### config.mk
export PLATFORM = sky130hd
export DESIGN_NAME = ap3d_div
export DESIGN_NICKNAME = d
export VERILOG_FILES = /design/src/hdl/ap3d_div.sv
export SDC_FILE = /design/constraint.sdc
export NUM_CORES = 1
export LEC_CHECK = 0
export BUFFER_PORTS_ARGS = -buffer_cell sky130_fd_sc_hd__buf_2
export CAP_MARGIN = 30
export CORE_MARGIN = 1.5
export CORE_UTILIZATION = 37
export CTS_CLUSTER_SIZE = 25
export DETAILED_ROUTE_END_ITERATION = 12
export PLACE_DENSITY = 0.58
export SKIP_CTS_REPAIR_TIMING = 1
export SYNTH_ARGS = -nofsm -noshare
export SYNTH_HDL_FRONTEND = slang
export SYNTH_SLANG_ARGS = --single-unit
### constraint.sdc
create_clock -name clk -period 5 [get_ports clk]
set_clock_uncertainty 0.15 [all_clocks]
set_input_delay 1.25 -clock clk [delete_from_list [all_inputs] [get_ports clk]]
set_output_delay 1.25 -clock clk [all_outputs]
set_load 0.05 [all_outputs]
### src/hdl/ap3d_div.sv
`timescale 1ns / 1ps

// Restoring unsigned divider, one quotient bit per cycle.
module ap3d_div #(
	parameter int DW = 26,
	parameter int VW = 11
) (
	input  logic          clk,
	input  logic          arst_n,
	input  logic          start,
	input  logic [DW-1:0] dividend,
	input  logic [VW-1:0] divisor,
	output logic          done,
	output logic [DW-1:0] quotient
);
	localparam int CNTW = $clog2(DW + 1);

	logic [VW-1:0]   rem_q;
	logic [VW-1:0]   div_q;
	logic [DW-1:0]   quo_q;
	logic [CNTW-1:0] cnt_q;
	logic            run_q;
	logic            done_q;
	logic [VW:0]     trial;
	logic            fits;
	logic [VW:0]     diff;

	assign trial = {rem_q, quo_q[DW-1]};
	assign fits = trial >= {1'b0, div_q};
	assign diff = trial - {1'b0, div_q};

	always_ff @(posedge clk or negedge arst_n) begin
		if (!arst_n) begin
			run_q <= 1'b0;
			done_q <= 1'b0;
			cnt_q <= '0;
		end else begin
			done_q <= 1'b0;
			if (start) begin
				run_q <= 1'b1;
				cnt_q <= CNTW'(DW);
			end else if (run_q) begin
				cnt_q <= cnt_q - 1'b1;
				if (cnt_q == CNTW'(1)) begin
					run_q <= 1'b0;
					done_q <= 1'b1;
				end
			end
		end
	end

	always_ff @(posedge clk) begin
		if (start) begin
			quo_q <= dividend;
			div_q <= divisor;
			rem_q <= '0;
		end else if (run_q) begin
			rem_q <= fits ? diff[VW-1:0] : trial[VW-1:0];
			quo_q <= {quo_q[DW-2:0], fits};
		end
	end

	assign done = done_q;
	assign quotient = quo_q;

	ap_start_idle: assert property (@(posedge clk) disable iff (!arst_n)
		start |-> !run_q) else $error("divider restarted while busy");
	ap_done_end: assert property (@(posedge clk) disable iff (!arst_n)
		(run_q && cnt_q == CNTW'(1)) |=> done_q) else $error("divider missed done");
	ap_done_quiet: assert property (@(posedge clk) disable iff (!arst_n)
		done_q |-> !run_q) else $error("done while running");

endmodule

==> run_results.csv <==
group,metric,value,unit
global_routing,gr-total-overflow,0,
worst_setup_path,path_cells,"inv_1 > ha_1 > fa_1 > nor2b_1 > o31a_1 > o21ai_2 > o21ai_4 > mux2_4 > a211oi_2",
sta,maxSlewViolCount,0,
synthesis,synth_commonest_cells,"edfxtp_1, mux2_2, nor2_1",
placement,dp_slack,1.91,ns
run,cap_viol_max_count,0,
synthesis,async_flop_share,12.7,%
global_routing,antenna_found_initial,0,
drt,drc_errors,0,
worst_setup_path,crit_type,"flip-flop to flip-flop",
floorplan,initial_utilization,38.9,%
sta,tightest_slew,0.782,ns
sta,setup_ws,2.19,ns
hold_path,whs_endpoint,"rem_q[7]",
synthesis,synth.area.top_cells,"edfxtp_1, mux2_2, dfxtp_1, dfrtp_1, ha_1",
clock_tree,clock_sink_count,55,
worst_setup_path,worst-path-buf-inv,1,
placement,dp_hpwl,3.91,mm
global_routing,grt_use_total,14.0,%
layout,fin_nets,352,
clock_tree,root_buffer,"clkbuf_8",
sta,rsz0062_at_grt,"false",
hold_path,min_path_type,"flip-flop to flip-flop",
sta,setup_viol,0,
drt,drt_iter0_markers,80,
global_routing,grt_pass1_wl,9.24,mm
power_and_ir_drop,max-vdd-ir-drop,0.166,mV
synthesis,synthesis.area,2880,um^2
global_routing,grt_pass1_vias,1904,
sta,slew-limit-headroom,47.9,%
synthesis,ys_types,48,
synthesis,synth.largest_area_cell,"edfxtp_1",
global_routing,grt_busiest_layer,"met2",
synthesis,synth-main-ff-cell,"edfxtp_1",
worst_setup_path,critPathLaunchType,"flip-flop",
layout,final_layout_size_suffix_gt1_share,37.1,%
clock_tree,clock_latency,0.31,ns
drt,vias,1939,
drt,viasPerCell,4.87,
worst_setup_path,cp_max_fo,14,
worst_setup_path,rrSetupSlack,2.19,ns
synthesis,yosysTopAreaCellShare,38.6,%
synthesis,syn_avg_cell_area,12.4,um^2
synthesis,ys_seq_elements,55,
floorplan,die_y,91.3,um
worst_setup_path,cp_slowest_cell,"o21ai_4",
worst_setup_path,reg2reg_depth,9,
sta,setup-tns-final,0,ns
synthesis,synth_edf_count,37,
layout,insertedDiodeCount,0,
synthesis,ys_warn_count,0,
sta,max_freq,355,MHz
synthesis,syn-num-nets,287,
hold_path,hold_path_depth,2,
placement,port_buffers,66,
worst_setup_path,r2r_start,"quotient[25]",
worst_setup_path,r2r_end,"rem_q[0]",
hold_path,hp-start,"rem_q[7]",
floorplan,die_w,91.3,um
clock_tree,cts_max_level,2,
floorplan,die_area,8330,um^2
worst_setup_path,end_kind,"flip-flop",
layout,fin_util,45.7,%
sta,period_share,56.3,%
placement,routabilityCongestion,0.761,
floorplan,core_area,7410,um^2
synthesis,synth_most_common_cell,"edfxtp_1",
status,status,"finished, final reports clean",
clock_tree,clockBufferDepth,2,
worst_setup_path,cp_slowest_stage_delay,0.44,ns
power_and_ir_drop,p_leak,1.44,nW
power_and_ir_drop,power_density,428,nW/um^2
clock_tree,cts_buffers,5,
synthesis,synthCells,233,
worst_setup_path,arrival,2.89,ns
drt,drtPass1Iterations,4,
global_routing,grt_use_met1,19.1,%
global_routing,grt_start_max_net_pins,36,
layout,syn_to_final_growth,17.5,%
clock_tree,clkTransAtPathRegs,0.11,ns
worst_setup_path,required,5.08,ns
drt,finalWirelength,5.47,mm
drt,ant_nets,0,
sta,hold_viol_final,0,
worst_setup_path,crit_family,"compound AO/OA/AOI/OAI gates",
drt,wl_per_cell,13.7,um
sta,period_needed,2.81,ns
power_and_ir_drop,finalPower,1.45,mW
floorplan,pin_count,67,
clock_tree,cts_tree,"yes",
global_routing,grt_use_met2,22.5,%
synthesis,yosysSeqAreaShare,52.3,%
floorplan,rows,31,
global_routing,global_route.usage.met3,2.85,%
-- where the power goes --
part | switching (mW) | internal [mW] | total [mW] | leakage [nW]
clock network | 0.155 | 0.102 | 0.257 | 0.0489
logic | 0.342 | 0.239 | 0.581 | 0.839
registers | 0.0478 | 0.562 | 0.610 | 0.552
total | 0.545 | 0.904 | 1.45 | 1.44
-- worst register-to-register path: stages (launching register included) --
cell and delay, ns:
edfxtp_1 0.36, inv_1 0.06, ha_1 0.22, fa_1 0.40, nor2b_1 0.18, o31a_1 0.21
o21ai_2 0.15, o21ai_4 0.45, mux2_4 0.35, a211oi_2 0.22
-- layout make-up --
type,instances,area (um^2)
Tap cell,99,124
Sequential cell,55,1510
Inverter,15,56.3
Multi-Input combinational cell,153,1260
Timing Repair Buffer,68,345
Fill cell,694,4020
Clock buffer,5,68.8
Clock inverter,3,22.5
-- per-stage QoR --
step                std cells  hold WS [ns]  area [um^2]
global route              398         0.403         3390
CTS                       398         0.373         3390
global placement          390         0.345         3290
floorplan                 233         0.324         2880
detailed placement        390         0.346         3290
finish                    398         0.369         3390
-- cell usage in the layout (no fill, tap or decap), types with 3 or more instances in the layout --
cell type / count
a21oi_1: 5
nor3_1: 3
o211ai_1: 4
o21ai_0: 8
nand2b_1: 7
ha_1: 13
dfrtp_1: 7
mux2_2: 26
clkbuf_8: 5
a211oi_1: 7
dfxtp_1: 11
xnor2_1: 8
nand2_1: 9
nor4bb_1: 3
buf_2: 66
nor2_1: 18
edfxtp_1: 37
inv_1: 15
mux2i_1: 6
-- how the worst max path moves through the flow --
stage	start	endpoint	slack, ns	cells after the start
after floorplan	start	quotient[0]	2.23	3
after global placement	start	quotient[3]	1.94	3
after detailed placement	start	quotient[6]	1.91	3
after CTS	quotient[25]	rem_q[0]	2.15	9
after global routing	quotient[25]	rem_q[0]	1.98	9
final	quotient[25]	rem_q[0]	2.19	9
-- logic make-up (layout without fill, tap and decap cells) --
logic type                 Yosys count  count (layout)  synth area share (%)
xor gates and xnor gates             9               9                  2.74
muxes                               33              33                  12.8
and+or+nand+nor                     57              57                  11.4
adders and majority gates           14              14                  6.34
DFF                                 55              55                  52.3
buffers and inverters               25              91                  3.91
AOI/OAI and AO/OA                   40              40                  10.6
-- registers in the layout, summed over array words and instances, names as in the netlist --
register,count
quotient,26
div_q,11
rem_q,11
cnt_q,5
done,1
run_q,1
-- routing by layer --
layer	vias to the layer above	wire (um)
met5	-	0
met4	0	35
met3	2	134
met2	20	2680
met1	936	2620
li1	981	-
(Power assumes the default switching activity.)
